--- src/hsv_pkg.sv ---
// shared constants and types for the hsv to rgb converter
package hsv_pkg;

    localparam int HUE_W   = 9;
    localparam int CHAN_W  = 8;
    localparam int RAMP_W  = 6;
    localparam int PROD_W  = 16;
    localparam int NUM_W   = 22;
    localparam int RECIP_W = 19;
    localparam int DIV_W   = 14;

    localparam logic [HUE_W-1:0]   DEG_PER_SECTOR = 9'd60;
    localparam logic [HUE_W-1:0]   FULL_CIRCLE    = 9'd360;
    localparam logic [DIV_W-1:0]   DIVISOR        = 14'd15300;
    localparam logic [NUM_W-1:0]   HALF_DIVISOR   = 22'd7650;
    // floor(2^32 / 15300): quotient estimate is exact or one low
    localparam logic [RECIP_W-1:0] RECIP          = 19'd280716;
    localparam int                 RECIP_SHIFT    = 32;

    typedef enum logic [2:0] {
        SEC_RED_YELLOW   = 3'd0,
        SEC_YELLOW_GREEN = 3'd1,
        SEC_GREEN_CYAN   = 3'd2,
        SEC_CYAN_BLUE    = 3'd3,
        SEC_BLUE_MAGENTA = 3'd4,
        SEC_MAGENTA_RED  = 3'd5
    } sector_t;

    // load enables of the pipeline stages
    typedef struct packed {
        logic s1_en;
        logic s2_en;
        logic s3_en;
        logic s4_en;
    } pipe_ctrl_t;

endpackage

--- src/hsv_if.sv ---
// hsv input channel
interface hsv_if;
    logic       valid;
    logic       ready;
    logic [8:0] hue;
    logic [7:0] saturation;
    logic [7:0] brightness;

    modport source (output valid, output hue, output saturation, output brightness,
                    input ready);
    modport sink   (input valid, input hue, input saturation, input brightness,
                    output ready);
endinterface

--- src/rgb_if.sv ---
// rgb output channel
interface rgb_if;
    logic       valid;
    logic       ready;
    logic [7:0] red;
    logic [7:0] green;
    logic [7:0] blue;

    modport source (output valid, output red, output green, output blue, input ready);
    modport sink   (input valid, input red, input green, input blue, output ready);
endinterface

--- src/hsv_sector.sv ---
// stage 1: hue wrap, sector decode, ramp and saturation times value
module hsv_sector (
    input  logic                          clk,
    input  logic                          en,
    input  logic [hsv_pkg::HUE_W-1:0]     hue,
    input  logic [hsv_pkg::CHAN_W-1:0]    saturation,
    input  logic [hsv_pkg::CHAN_W-1:0]    brightness,
    output hsv_pkg::sector_t              sector,
    output logic [hsv_pkg::RAMP_W-1:0]    ramp,
    output logic [hsv_pkg::PROD_W-1:0]    sv,
    output logic [hsv_pkg::CHAN_W-1:0]    v
);
    import hsv_pkg::*;

    logic [HUE_W-1:0]  hue_wrap;
    logic [HUE_W-1:0]  sec_base;
    logic [HUE_W-1:0]  k_full;
    logic [RAMP_W-1:0] k;
    sector_t           sector_next;
    logic [RAMP_W-1:0] ramp_next;
    sector_t           sector_reg;
    logic [RAMP_W-1:0] ramp_reg;
    logic [PROD_W-1:0] sv_reg;
    logic [CHAN_W-1:0] v_reg;

    assign hue_wrap = (hue >= FULL_CIRCLE) ? hue - FULL_CIRCLE : hue;

    always_comb
    begin
        priority if (hue_wrap >= 9'd300)
        begin
            sector_next = SEC_MAGENTA_RED;
            sec_base    = 9'd300;
        end
        else if (hue_wrap >= 9'd240)
        begin
            sector_next = SEC_BLUE_MAGENTA;
            sec_base    = 9'd240;
        end
        else if (hue_wrap >= 9'd180)
        begin
            sector_next = SEC_CYAN_BLUE;
            sec_base    = 9'd180;
        end
        else if (hue_wrap >= 9'd120)
        begin
            sector_next = SEC_GREEN_CYAN;
            sec_base    = 9'd120;
        end
        else if (hue_wrap >= DEG_PER_SECTOR)
        begin
            sector_next = SEC_YELLOW_GREEN;
            sec_base    = DEG_PER_SECTOR;
        end
        else
        begin
            sector_next = SEC_RED_YELLOW;
            sec_base    = 9'd0;
        end
    end

    assign k_full = hue_wrap - sec_base;
    assign k      = k_full[RAMP_W-1:0];

    // falling ramp on odd sectors
    assign ramp_next = sector_next[0] ? DEG_PER_SECTOR[RAMP_W-1:0] - k : k;

    always_ff @(posedge clk)
    begin
        if (en)
        begin
            sector_reg <= sector_next;
            ramp_reg   <= ramp_next;
            sv_reg     <= saturation * brightness;
            v_reg      <= brightness;
        end
    end

    assign sector = sector_reg;
    assign ramp   = ramp_reg;
    assign sv     = sv_reg;
    assign v      = v_reg;
endmodule

--- src/hsv_mix.sv ---
// stage 2: numerators of the intermediate and zero channels
module hsv_mix (
    input  logic                          clk,
    input  logic                          en,
    input  hsv_pkg::sector_t              sector_in,
    input  logic [hsv_pkg::RAMP_W-1:0]    ramp,
    input  logic [hsv_pkg::PROD_W-1:0]    sv,
    input  logic [hsv_pkg::CHAN_W-1:0]    v_in,
    output hsv_pkg::sector_t              sector,
    output logic [hsv_pkg::NUM_W-1:0]     num_x,
    output logic [hsv_pkg::NUM_W-1:0]     num_z,
    output logic [hsv_pkg::CHAN_W-1:0]    v
);
    import hsv_pkg::*;

    logic [PROD_W-1:0] v255;
    logic [PROD_W-1:0] diff;
    logic [NUM_W-1:0]  base;
    logic [NUM_W-1:0]  ramp_prod;
    sector_t           sector_reg;
    logic [NUM_W-1:0]  num_x_reg;
    logic [NUM_W-1:0]  num_z_reg;
    logic [CHAN_W-1:0] v_reg;

    assign v255 = {v_in, 8'd0} - {8'd0, v_in};
    assign diff = v255 - sv;
    // times 60 as 64 minus 4
    assign base = {diff, 6'd0} - {4'd0, diff, 2'd0};
    assign ramp_prod = NUM_W'(sv) * NUM_W'(ramp);

    always_ff @(posedge clk)
    begin
        if (en)
        begin
            sector_reg <= sector_in;
            num_x_reg  <= ramp_prod + base;
            num_z_reg  <= base;
            v_reg      <= v_in;
        end
    end

    assign sector = sector_reg;
    assign num_x  = num_x_reg;
    assign num_z  = num_z_reg;
    assign v      = v_reg;
endmodule

--- src/hsv_div.sv ---
// rounded division by 15300: reciprocal estimate, then one-step correction
module hsv_div (
    input  logic                          clk,
    input  logic                          en,
    input  logic [hsv_pkg::NUM_W-1:0]     num,
    output logic [hsv_pkg::CHAN_W-1:0]    quot
);
    import hsv_pkg::*;

    localparam int EST_W = NUM_W + RECIP_W;

    logic [NUM_W-1:0]  biased;
    logic [EST_W-1:0]  est;
    logic [NUM_W-1:0]  biased_reg;
    logic [CHAN_W-1:0] q0_reg;
    logic [NUM_W-1:0]  back;
    logic [NUM_W-1:0]  rem;

    assign biased = num + HALF_DIVISOR;
    assign est    = EST_W'(biased) * EST_W'(RECIP);

    always_ff @(posedge clk)
    begin
        if (en)
        begin
            biased_reg <= biased;
            q0_reg     <= est[RECIP_SHIFT +: CHAN_W];
        end
    end

    assign back = NUM_W'(q0_reg) * NUM_W'(DIVISOR);
    assign rem  = biased_reg - back;
    // estimate is never high and at most one low
    assign quot = q0_reg + CHAN_W'(rem >= NUM_W'(DIVISOR));
endmodule

--- src/hsv_to_rgb_converter.sv ---
// top level of the hsv to rgb converter
// Converts one color per transfer from hue (degrees), saturation and value
// (fractions of 255) to 8-bit red, green and blue, each rounded half up.
// Input channel hsv and output channel rgb use valid/ready; a transfer
// happens on a rising clk edge with valid and ready both high.
// Hue values of 360 and above wrap around the circle.
// An input transfer passes through four register stages (sector decode,
// numerator mix, reciprocal multiply, correction and channel routing) to
// rgb.valid; throughput is one color per cycle while rgb.ready stays high.
// Each stage has its own valid bit and loads when empty or when the stage
// after it moves, so bubbles are squeezed out and input is still taken
// while a result waits, as long as some stage has room.
// When the receiver stalls the pipeline fills and then hsv.ready drops;
// nothing is lost or repeated.
// rst_n (asynchronous, active low) clears all valid bits; no data state.
module hsv_to_rgb_converter (
    input  logic  clk,
    input  logic  rst_n,
    hsv_if.sink   hsv,
    rgb_if.source rgb
);
    import hsv_pkg::*;

    pipe_ctrl_t        ctrl;
    logic              v1_reg, v2_reg, v3_reg, v4_reg;
    sector_t           s1_sector;
    logic [RAMP_W-1:0] s1_ramp;
    logic [PROD_W-1:0] s1_sv;
    logic [CHAN_W-1:0] s1_v;
    sector_t           s2_sector;
    logic [NUM_W-1:0]  s2_num_x;
    logic [NUM_W-1:0]  s2_num_z;
    logic [CHAN_W-1:0] s2_v;
    sector_t           s3_sector_reg;
    logic [CHAN_W-1:0] s3_v_reg;
    logic [CHAN_W-1:0] x_val;
    logic [CHAN_W-1:0] z_val;
    logic [CHAN_W-1:0] red_next, green_next, blue_next;
    logic [CHAN_W-1:0] red_reg, green_reg, blue_reg;

    always_comb
    begin
        ctrl.s4_en = !v4_reg || rgb.ready;
        ctrl.s3_en = !v3_reg || ctrl.s4_en;
        ctrl.s2_en = !v2_reg || ctrl.s3_en;
        ctrl.s1_en = !v1_reg || ctrl.s2_en;
    end

    assign hsv.ready = ctrl.s1_en;

    always_ff @(posedge clk or negedge rst_n)
    begin
        if (!rst_n)
        begin
            v1_reg <= 1'b0;
            v2_reg <= 1'b0;
            v3_reg <= 1'b0;
            v4_reg <= 1'b0;
        end
        else
        begin
            if (ctrl.s1_en) v1_reg <= hsv.valid;
            if (ctrl.s2_en) v2_reg <= v1_reg;
            if (ctrl.s3_en) v3_reg <= v2_reg;
            if (ctrl.s4_en) v4_reg <= v3_reg;
        end
    end

    hsv_sector u_sector (
        .clk        (clk),
        .en         (ctrl.s1_en),
        .hue        (hsv.hue),
        .saturation (hsv.saturation),
        .brightness (hsv.brightness),
        .sector     (s1_sector),
        .ramp       (s1_ramp),
        .sv         (s1_sv),
        .v          (s1_v)
    );

    hsv_mix u_mix (
        .clk       (clk),
        .en        (ctrl.s2_en),
        .sector_in (s1_sector),
        .ramp      (s1_ramp),
        .sv        (s1_sv),
        .v_in      (s1_v),
        .sector    (s2_sector),
        .num_x     (s2_num_x),
        .num_z     (s2_num_z),
        .v         (s2_v)
    );

    hsv_div u_div_x (
        .clk  (clk),
        .en   (ctrl.s3_en),
        .num  (s2_num_x),
        .quot (x_val)
    );

    hsv_div u_div_z (
        .clk  (clk),
        .en   (ctrl.s3_en),
        .num  (s2_num_z),
        .quot (z_val)
    );

    always_ff @(posedge clk)
    begin
        if (ctrl.s3_en)
        begin
            s3_sector_reg <= s2_sector;
            s3_v_reg      <= s2_v;
        end
    end

    // chroma channel rounds to the value itself
    always_comb
    begin
        unique case (s3_sector_reg)
            SEC_RED_YELLOW:
            begin
                red_next = s3_v_reg; green_next = x_val; blue_next = z_val;
            end
            SEC_YELLOW_GREEN:
            begin
                red_next = x_val; green_next = s3_v_reg; blue_next = z_val;
            end
            SEC_GREEN_CYAN:
            begin
                red_next = z_val; green_next = s3_v_reg; blue_next = x_val;
            end
            SEC_CYAN_BLUE:
            begin
                red_next = z_val; green_next = x_val; blue_next = s3_v_reg;
            end
            SEC_BLUE_MAGENTA:
            begin
                red_next = x_val; green_next = z_val; blue_next = s3_v_reg;
            end
            default:
            begin
                red_next = s3_v_reg; green_next = z_val; blue_next = x_val;
            end
        endcase
    end

    always_ff @(posedge clk)
    begin
        if (ctrl.s4_en)
        begin
            red_reg   <= red_next;
            green_reg <= green_next;
            blue_reg  <= blue_next;
        end
    end

    assign rgb.valid = v4_reg;
    assign rgb.red   = red_reg;
    assign rgb.green = green_reg;
    assign rgb.blue  = blue_reg;
endmodule
--- src/flat_wrapper.sv ---
// flat-port wrapper written by rule: the top's interface ports become plain ports
module hsv_to_rgb_converter_flat import hsv_pkg::*;
  (clk, rst_n, hsv_valid, hsv_hue, hsv_saturation, hsv_brightness, hsv_ready, rgb_valid, rgb_red, rgb_green, rgb_blue, rgb_ready);
  hsv_if hsv_i ();
  rgb_if rgb_i ();
  input  logic clk;
  input  logic rst_n;
  input wire logic [$bits(hsv_i.valid)-1:0] hsv_valid;
  input wire logic [$bits(hsv_i.hue)-1:0] hsv_hue;
  input wire logic [$bits(hsv_i.saturation)-1:0] hsv_saturation;
  input wire logic [$bits(hsv_i.brightness)-1:0] hsv_brightness;
  output wire logic [$bits(hsv_i.ready)-1:0] hsv_ready;
  output wire logic [$bits(rgb_i.valid)-1:0] rgb_valid;
  output wire logic [$bits(rgb_i.red)-1:0] rgb_red;
  output wire logic [$bits(rgb_i.green)-1:0] rgb_green;
  output wire logic [$bits(rgb_i.blue)-1:0] rgb_blue;
  input wire logic [$bits(rgb_i.ready)-1:0] rgb_ready;
  assign hsv_i.valid = hsv_valid;
  assign hsv_i.hue = hsv_hue;
  assign hsv_i.saturation = hsv_saturation;
  assign hsv_i.brightness = hsv_brightness;
  assign hsv_ready = hsv_i.ready;
  assign rgb_valid = rgb_i.valid;
  assign rgb_red = rgb_i.red;
  assign rgb_green = rgb_i.green;
  assign rgb_blue = rgb_i.blue;
  assign rgb_i.ready = rgb_ready;
  hsv_to_rgb_converter u_core (.clk(clk), .rst_n(rst_n), .hsv(hsv_i), .rgb(rgb_i));
endmodule
--- config.mk ---
export PLATFORM = sky130hd
export DESIGN_NAME = hsv_to_rgb_converter_flat
export DESIGN_NICKNAME = d
export VERILOG_FILES = /design/src/hsv_pkg.sv /design/src/hsv_if.sv /design/src/rgb_if.sv /design/src/hsv_sector.sv /design/src/hsv_mix.sv /design/src/hsv_div.sv /design/src/hsv_to_rgb_converter.sv /design/src/flat_wrapper.sv
export SDC_FILE = /design/constraint.sdc
export NUM_CORES = 1
export LEC_CHECK = 0
export BUFFER_PORTS_ARGS = -buffer_cell sky130_fd_sc_hd__buf_2
export CORE_UTILIZATION = 30
export DETAILED_ROUTE_END_ITERATION = 6
export PLACE_DENSITY = 0.56
export SYNTH_ARGS = -nofsm -noshare
export SYNTH_HDL_FRONTEND = slang
export SYNTH_SLANG_ARGS = --single-unit
--- constraint.sdc ---
create_clock -name clk -period 19.36 [get_ports clk]
set_input_delay 3.872 -clock clk [delete_from_list [all_inputs] [get_ports clk]]
set_output_delay 3.872 -clock clk [all_outputs]
set_load 0.02 [all_outputs]
==> results.json, run 1 <==
{
  "status": "completed",
  "areaGrowthSynthToFinish_pct": 8.98,
  "coreArea_um2": 90100,
  "synthFlopType": "edfxtp_1",
  "hold_class": "reg -> reg",
  "crit_path_start_kind": "primary input",
  "fin_crit_sh_pct": 46.0,
  "antenna_found_initial": 3,
  "first_iter_violations": 818,
  "met3_usage_pct": 1.58,
  "drv_slew": 0,
  "hold_violations": 0,
  "root_buffer": "clkbuf_16",
  "antenna_left": 0,
  "synthCells": 2777,
  "nNetsFinal": 3681,
  "synth.distinct_cells": 84,
  "slew_headroom_pct": 20.9,
  "worstPathMaxFanout": 35,
  "cap_violations": 0,
  "multi_input_area_um2": 19600,
  "gr-max-usage-layer": "met2",
  "fp-row-count": 110,
  "worst-setup-path-type": "in -> out",
  "place_area_um2": 29100,
  "clk_pin_slew_ps": 80,
  "cts.htree.levels": 4,
  "largest_register_ffs": 22,
  "r2r_start": "u_core.u_div_x.q0_reg[5]$_DFFE_PP_",
  "clock_path_buffers": 2,
  "yosysTopAreaCell": "ha_1",
  "port_buffers": 54,
  "gp_congestion": 0.844,
  "hold_buffers": 0,
  "wl_per_cell_um": 14.2,
  "seq_area_frac_synth_pct": 19.8,
  "grt_max_degree": 69,
  "synth_edf_count": 177,
  "grtUsageMet2_pct": 20.5,
  "synth_fp_nets": 3611,
  "grt_pass1_vias": 18494,
  "start_util_pct": 30.3,
  "fin_area_um2": 29800,
  "cts.repair.resized": 0,
  "period_minus_slack_ps": 8900,
  "setup_viol": 0,
  "routed_wirelength_um": 57100,
  "grtUsageTotal_pct": 12.8,
  "grt_pass1_wl_um": 95200,
  "cts_tree": "built",
  "rsz0062_at_grt": "false",
  "pin_count": 55,
  "ys_top_cells_by_area": "ha_1 (24%), fa_1 (21%), edfxtp_1 (19%), inv_1 (8.0%), xnor2_1 (3.7%)",
  "min_from": "u_core.u_mix.sector[2]$_DFFE_PP_",
  "grt_overflow": 0,
  "dp_hpwl_um": 48100,
  "chipHeight_um": 304,
  "nFillCells": 9237,
  "cp-startpoint": "rgb_ready",
  "async_reset_ff_share_pct": 2.21,
  "vias": 18602,
  "layout-drive-gt1-share_pct": 4.72,
  "drt_first_pass_iters": 4,
  "skew_ps": 17.0,
  "instances_no_fill": 4036,
  "viasPerCell": 4.61,
  "synth_seq_cells": 181,
  "fin_tns_setup_ps": 0,
  "numCtsBuffers": 17,
  "crit_required_ps": 15490,
  "syn_area_um2": 27300,
  "tightest_slew_ps": 1180,
  "dp_cells": 4004,
  "seq_area_um2": 5420,
  "fmax_mhz": 112,
  "antenna_cells": 0,
  "arrival_ps": 5030,
  "synth.top_cell.area_share_pct": 23.9,
  "yosysWarnings": 0,
  "remaining_drc_errors": 0,
  "clock-sinks": 181,
  "clk_latency_ps": 490,
  "cts_setup_buffers": 0,
  "syn_avg_cell_area_um2": 9.84,
  "yosysMostFrequentCell": "inv_1",
  "die_area_um2": 92300,
  "synth_common_cells": "inv_1 (579), ha_1 (522), fa_1 (283)",
  "fp.dieW_um": 304,
  "grt_util_met1_pct": 18.0,
  "worstSetupEndpointType": "primary output"
}
[logic make-up (layout without fill, tap and decap cells)]
kind of cell | count (synthesis) | after routing | share of synthesized area, %
adders and majority gates | 806 | 806 | 44.7
muxes | 35 | 35 | 1.30
xor gates and xnor gates | 182 | 182 | 5.88
DFF | 181 | 181 | 19.8
and+or+nand+nor | 549 | 549 | 9.87
AOI/OAI and AO/OA | 418 | 418 | 10.1
buffers and inverters | 606 | 689 | 8.33
[layout by cell type (no fill, tap or decap), drive strengths merged, types with 7 or more instances in the layout]
master / Yosys / final
a2111oi: 8 / 8
a211oi: 11 / 11
a21boi: 8 / 8
a21o: 33 / 33
a21oi: 101 / 101
a22o: 8 / 8
a31oi: 16 / 16
and2: 60 / 60
and3: 12 / 12
buf: 4 / 75
clkbuf: 20 / 17
clkinv: 1 / 8
edfxtp: 177 / 177
fa: 283 / 283
ha: 522 / 522
inv: 581 / 589
mux2i: 32 / 32
nand2: 182 / 182
nand2b: 25 / 25
nand3: 43 / 43
nand3b: 7 / 7
nand4: 15 / 15
nor2: 100 / 100
nor2b: 18 / 18
nor3: 40 / 40
nor4: 11 / 11
o211ai: 8 / 8
o21a: 25 / 25
o21ai: 89 / 89
o21bai: 14 / 14
o22a: 9 / 9
o22ai: 26 / 26
o31a: 10 / 10
or2: 10 / 10
xnor2: 115 / 115
xor2: 66 / 66
[critical path, cell delays in order]
cell     delay [ps]
buf_2           100
nor2b_1         320
nand4_1         150
buf_4           280
buf_2           250
[metrics by stage]
stage	hold WS, ps	worst slack, ps	utilization, %
6_report	423	10460	33.0
5_1_grt	430	10380	33.0
4_1_cts	425	10450	33.0
3_5_place_dp	405	10460	32.3
3_3_place_gp	403	10470	32.3
2_1_floorplan	400	10240	-
[cell type report]
type | count | share of cell area, %
Clock buffer | 17 | 1.43
Timing Repair Buffer | 75 | 1.44
Inverter | 582 | 7.34
Tap cell | 1176 | 4.94
Sequential cell | 181 | 18.2
Clock inverter | 15 | 0.710
Multi-Input combinational cell | 1990 | 66.0
[routing by layer]
metal,routed length [µm],vias to the layer above
met2,25600,248
met4,1120,2
met1,28900,8837
li1,-,9466
met3,1530,49
met5,11,-
[path summary, 6_finish.rpt]
kind,to,slack [ps],cells after the start
hold / removal,u_core.s3_sector_reg[2]$_DFFE_PP_,420,0
setup / recovery,hsv_ready,10460,5
setup reg to reg,u_core.rgb.red[6]$_DFFE_PP_,11080,30
max in group asynchronous,u_core.v1_reg$_DFFE_PN0P_,16060,1
min in group asynchronous,u_core.v2_reg$_DFFE_PN0P_,3180,1
hold reg to reg,u_core.s3_sector_reg[2]$_DFFE_PP_,420,0
Power of run 1 is not shown: default switching activity piles up to over one toggle a cycle in this logic, so the estimate is an artifact.
==> inputs of run 2 (changes only) <==
--- a/config.mk
+++ b/config.mk
@@ -8,7 +8,7 @@
 export BUFFER_PORTS_ARGS = -buffer_cell sky130_fd_sc_hd__buf_2
 export CORE_UTILIZATION = 30
 export DETAILED_ROUTE_END_ITERATION = 6
-export PLACE_DENSITY = 0.56
+export PLACE_DENSITY = 0.58
 export SYNTH_ARGS = -nofsm -noshare
 export SYNTH_HDL_FRONTEND = slang
 export SYNTH_SLANG_ARGS = --single-unit
==> constraint.sdc (replaced) <==
create_clock -name clk -period 7.9 [get_ports clk]
set_input_delay 1.58 -clock clk [delete_from_list [all_inputs] [get_ports clk]]
set_output_delay 1.58 -clock clk [all_outputs]
set_load 0.02 [all_outputs]
==> run 2 against run 1 <==
  * Sequential cell count unchanged
  * Sequential share of layout area decreased by 0.17 points
  * Final cell count increased by 0.79%
  * Cell area increased by 0.96%
  * Critical path type is now reg -> reg
  * Core utilization increased by 0.32 points
==> results.json, run 2 (synthesis gave the netlist of run 1 again) <==
{
  "grtUsageMet2_pct": 20.9,
  "remaining_drc_errors": 0,
  "fin_area_um2": 30100,
  "crit_required_ps": 8250,
  "drv_slew": 0,
  "worstSetupEndpointType": "register",
  "crit_path_start_kind": "register",
  "slew_headroom_pct": 23.2,
  "hold_buffers": 0,
  "clock_path_buffers": 2,
  "grt_pass1_vias": 18919,
  "fin_crit_sh_pct": 96.1,
  "r2r_slack_ps": 300,
  "wl_per_cell_um": 14.4,
  "start_util_pct": 30.3,
  "chipHeight_um": 304,
  "numCtsBuffers": 17,
  "layout_common_cells": "inv_1 (579), ha_1 (520), fa_1 (280), nand2_1 (181), edfxtp_1 (177)",
  "timing.rr.end": "u_core.rgb.red[6]$_DFFE_PP_",
  "status": "completed",
  "fmax_mhz": 132,
  "hold_class": "reg -> reg",
  "clock-sinks": 181,
  "worstPathMaxFanout": 5,
  "cpMostUsedCell": "ha_1",
  "grtUsageTotal_pct": 13.0,
  "place_area_um2": 29400,
  "clk_latency_ps": 490,
  "r2r_start": "u_core.u_div_x.q0_reg[7]$_DFFE_PP_",
  "vias": 18908,
  "holdWs_ps": 427,
  "setup_viol": 0,
  "clk_pin_slew_ps": 90,
  "gp_congestion": 0.841,
  "period_minus_slack_ps": 7600,
  "grt_overflow": 0,
  "final_common_cell": "inv_1",
  "grt_pass1_wl_um": 96800,
  "met3_usage_pct": 1.85,
  "dp_hpwl_um": 49200,
  "min_delay_worst_endpoint": "u_core.s3_v_reg[2]$_DFFE_PP_",
  "antenna_found_initial": 1,
  "pin_count": 55,
  "routed_wirelength_um": 58400,
  "antenna_cells": 0,
  "fp.dieW_um": 304,
  "cp_slowest_cell": "fa_2",
  "cap_violations": 0,
  "viasPerCell": 4.65,
  "layout-drive-gt1-share_pct": 6.22,
  "die_area_um2": 92300,
  "largest_register_ffs": 22,
  "cpPeakStageDelay_ps": 620,
  "first_iter_violations": 1041,
  "min_from": "u_core.u_mix.v[2]$_DFFE_PP_",
  "root_buffer": "clkbuf_16",
  "coreArea_um2": 90100,
  "fp-row-count": 110,
  "whs_path_depth": 0,
  "areaGrowthSynthToFinish_pct": 10.0,
  "r2r_cells": 30,
  "postLayoutCoreUtil_pct": 33.3,
  "worst-setup-path-type": "reg -> reg",
  "fin_tns_setup_ps": 0,
  "grt_max_degree": 55,
  "cts.htree.levels": 4,
  "drt_first_pass_iters": 5,
  "skew_ps": 18.9,
  "tightest_slew_ps": 1150,
  "grt_util_met1_pct": 18.1,
  "antenna_left": 0,
  "port_buffers": 54,
  "hold_violations": 0,
  "nNetsFinal": 3713,
  "gr-max-usage-layer": "met2",
  "cts_tree": "built",
  "arrival_ps": 7940,
  "rsz0062_at_grt": "true"
}
## run 2: final cells by class
type	instances	area [µm²]
fillers	9126	60100
well taps	1176	1470
flip-flops and latches	181	5420
repair buffers	107	668
clock buffers	20	457
clock inverters	12	143
inverters	582	2180
multi-input cells	1990	19700
## run 2: metrics by stage
stage,setup slack (ps),instances
floorplan,568,2777
global placement,121,4034
detailed placement,-2.79,4034
CTS,19.5,4066
global route,-30.2,4068
finish,305,4068
## run 2: worst max-delay path by stage
| stage | start | depth (start not counted) | endpoint |
|---|---|---|---|
| 2_1_floorplan | u_core.u_div_x.q0_reg[5]$_DFFE_PP_ | 30 | u_core.rgb.red[6]$_DFFE_PP_ |
| 3_3_place_gp | u_core.u_div_x.q0_reg[5]$_DFFE_PP_ | 30 | u_core.rgb.red[6]$_DFFE_PP_ |
| 3_5_place_dp | u_core.u_div_x.q0_reg[5]$_DFFE_PP_ | 30 | u_core.rgb.red[6]$_DFFE_PP_ |
| 4_1_cts | u_core.u_div_x.q0_reg[5]$_DFFE_PP_ | 30 | u_core.rgb.red[6]$_DFFE_PP_ |
| 5_1_grt | u_core.u_div_x.q0_reg[7]$_DFFE_PP_ | 29 | u_core.rgb.red[2]$_DFFE_PP_ |
| 6_report | u_core.u_div_x.q0_reg[7]$_DFFE_PP_ | 30 | u_core.rgb.red[6]$_DFFE_PP_ |
## run 2: critical path: cells and delay by family, from the launching register on
family / cells / cell delay [ps]
xor gates and xnor gates: 2 / 350
DFF: 1 / 420
and+or+nand+nor: 5 / 1330
adders and majority gates: 8 / 3210
buffers and inverters: 4 / 300
AOI/OAI and AO/OA: 11 / 1840
## run 2: timing repair
action                                  in CTS  in global routing
pin swaps                                    0                  6
gates resized for setup                      1                 17
endpoints found under the setup margin       3                 23
setup buffers                                0                  2
## run 2: layer usage
metal / part of all wire (%) / vias up / routed length [µm]
met1: 49 / 8995 / 28300
met2: 45 / 310 / 26100
met4: 2.3 / 0 / 1350
met5: 0 / - / 0
met3: 4.5 / 59 / 2620
li1: - / 9544 / -
Power of run 2 is left out for the same reason.
==> inputs of run 3 (changes only) <==
--- a/config.mk
+++ b/config.mk
@@ -5,6 +5,7 @@
 export SDC_FILE = /design/constraint.sdc
 export NUM_CORES = 1
 export LEC_CHECK = 0
+export ABC_AREA = 1
 export BUFFER_PORTS_ARGS = -buffer_cell sky130_fd_sc_hd__buf_2
 export CORE_UTILIZATION = 30
 export DETAILED_ROUTE_END_ITERATION = 6
==> run 3 against run 2 <==
  * First-iteration DRC count increased by 30%
  * Sequential share of layout area down 0.96 points
  * Via count is 19% higher
  * Clock skew decreased by 7.7 ps
  * Critical endpoint is now u_core.rgb.blue[6]$_DFFE_PP_
  * Worst setup slack improved by 640 ps
  * Sequential cell count stayed put
  * Area after synthesis grew 7.4%
  * Cell area grew 5.6%
  * Critical path type unchanged
==> results.json, run 3 <==
{
  "crit_required_ps": 8240,
  "cts_tree": "built",
  "nNetsFinal": 4454,
  "r2r_slack_ps": 950,
  "drv_slew": 0,
  "ys_top_cells_by_area": "ha_1 (22%), fa_1 (19%), edfxtp_1 (18%), inv_1 (11%), nand2_1 (9.5%)",
  "seq_area_frac_synth_pct": 18.5,
  "die_area_um2": 99000,
  "fin_area_um2": 31800,
  "setup_viol": 0,
  "routed_wirelength_um": 70700,
  "fin_crit_sh_pct": 88.0,
  "worstSetupEndpointType": "register",
  "layout-drive-gt1-share_pct": 3.74,
  "vias": 22581,
  "synth.distinct_cells": 50,
  "cp_slowest_cell": "fa_1",
  "fp-row-count": 114,
  "antenna_left": 0,
  "synthFlopType": "edfxtp_1",
  "synth-simple-area-share_pct": 16.8,
  "nFillCells": 10247,
  "period_minus_slack_ps": 6950,
  "synth_top_family_by_area": "adder cells",
  "synth.top_cell.area_share_pct": 22.3,
  "timing.rr.end": "u_core.rgb.blue[6]$_DFFE_PP_",
  "fmax_mhz": 144,
  "first_iter_violations": 1351,
  "tightest_slew_ps": 1070,
  "place_area_um2": 31200,
  "grt_overflow": 0,
  "final_common_cell": "inv_1",
  "cpMostUsedCell": "nand2_1",
  "worst-setup-path-type": "reg -> reg",
  "status": "completed",
  "grt_max_degree": 69,
  "synth_xor_area_share_pct": 4.54,
  "cts_setup_buffers": 0,
  "min_from": "u_core.u_mix.v[6]$_DFFE_PP_",
  "drt_first_pass_iters": 7,
  "cap_violations": 0,
  "yosysWarnings": 0,
  "cpPeakStageDelay_ps": 640,
  "synth-adder-area-share_pct": 41.6,
  "grt_pass1_wl_um": 114000,
  "numCtsBuffers": 17,
  "rsz0062_at_grt": "false",
  "seq_area_um2": 5420,
  "syn_area_um2": 29300,
  "cts.repair.resized": 0,
  "synth_compound_area_share_pct": 7.44,
  "fp.dieW_um": 315,
  "yosysMostFrequentCell": "inv_1",
  "grtUsageTotal_pct": 14.5,
  "viasPerCell": 4.60,
  "synth_seq_cells": 181,
  "synth_common_cells": "inv_1 (843), nand2_1 (741), ha_1 (522)",
  "remaining_drc_errors": 0,
  "clock-sinks": 181,
  "hold_class": "reg -> reg",
  "arrival_ps": 7290,
  "dp_hpwl_um": 60700,
  "async_reset_ff_share_pct": 2.21,
  "worstPathMaxFanout": 7,
  "start_util_pct": 30.3,
  "synth_fp_nets": 4402,
  "r2r_cells": 37,
  "fin_tns_setup_ps": 0,
  "crit_path_start_kind": "register",
  "r2r_start": "u_core.u_div_z.q0_reg[6]$_DFFE_PP_",
  "holdWs_ps": 420,
  "root_buffer": "clkbuf_16",
  "areaGrowthSynthToFinish_pct": 8.28,
  "whs_path_depth": 0,
  "slew_headroom_pct": 28.8,
  "pin_count": 55,
  "clk_latency_ps": 470,
  "gp_congestion": 0.919,
  "syn_avg_cell_area_um2": 8.22,
  "hold_buffers": 0,
  "chipHeight_um": 315,
  "clk_pin_slew_ps": 70,
  "wl_per_cell_um": 14.4,
  "grt_pass1_vias": 22053,
  "antenna_found_initial": 0,
  "muxShareOfSynthArea_pct": 0,
  "yosysTopAreaCell": "ha_1",
  "clock_path_buffers": 2,
  "largest_register_ffs": 22,
  "hold_violations": 0,
  "synthCells": 3568,
  "cts.htree.levels": 4,
  "coreArea_um2": 96700,
  "multi_input_area_um2": 20600,
  "synth_edf_count": 177,
  "layout_common_cells": "inv_1 (841), nand2_1 (741), ha_1 (522), fa_1 (283), a21oi_1 (183)",
  "port_buffers": 54,
  "min_delay_worst_endpoint": "u_core.s3_v_reg[6]$_DFFE_PP_",
  "skew_ps": 11.2
}
==> run 3: layer usage <==
layer,track usage (%),wire length [µm]
met1,20.4,34700
met2,23.8,32500
met3,1.68,2550
met4,2.82,1020
met5,0,0
==> run 3: cells by family (layout without fill, tap and decap cells) <==
family	after synthesis	in the layout
AO/OA/AOI/OAI	383	383
other	0	1
adder cells (fa/ha/maj)	805	805
XOR/XNOR	148	148
flip-flops	181	181
AND/OR/NAND/NOR	1175	1175
buffers and inverters	876	940
==> run 3: worst max-delay path by stage <==
stage	depth (start not counted)	start	end	slack [ps]
after global placement	37	u_core.u_div_z.q0_reg[6]$_DFFE_PP_	u_core.rgb.green[6]$_DFFE_PP_	1000
after floorplan	36	u_core.u_div_z.q0_reg[6]$_DFFE_PP_	u_core.rgb.green[6]$_DFFE_PP_	1570
after detailed placement	37	u_core.u_div_z.q0_reg[6]$_DFFE_PP_	u_core.rgb.blue[6]$_DFFE_PP_	920
after global routing	37	u_core.u_div_z.q0_reg[6]$_DFFE_PP_	u_core.rgb.blue[6]$_DFFE_PP_	390
after CTS	37	u_core.u_div_z.q0_reg[6]$_DFFE_PP_	u_core.rgb.blue[6]$_DFFE_PP_	900
final	37	u_core.u_div_z.q0_reg[6]$_DFFE_PP_	u_core.rgb.blue[6]$_DFFE_PP_	950
==> run 3: critical path: cells and delay by family, from the launching register on <==
kind            cells  cell delay [ps]
fa+ha+maj           8             3310
simple gates       19             1950
flops               1              550
xor+xnor            2              430
buf+inv             6              360
compound gates      2              210
==> run 3: cell type report <==
cell class,instances,area share (%)
multi-input combinational,2511,64.9
sequential,181,17.1
inverter,845,9.99
tap,1276,5.03
clock buffer,18,1.35
timing repair buffer,64,1.09
clock inverter,13,0.548
antenna,1,0.00788
==> run 3: through the flow <==
step	setup WS (ps)	cells	util, %
CTS	902	4908	32.8
detailed placement	915	4877	32.2
global route	386	4908	32.8
floorplan	1570	3568	-
global placement	1000	4877	32.2
finish	947	4909	32.8
Power of run 3 is left out for the same reason.
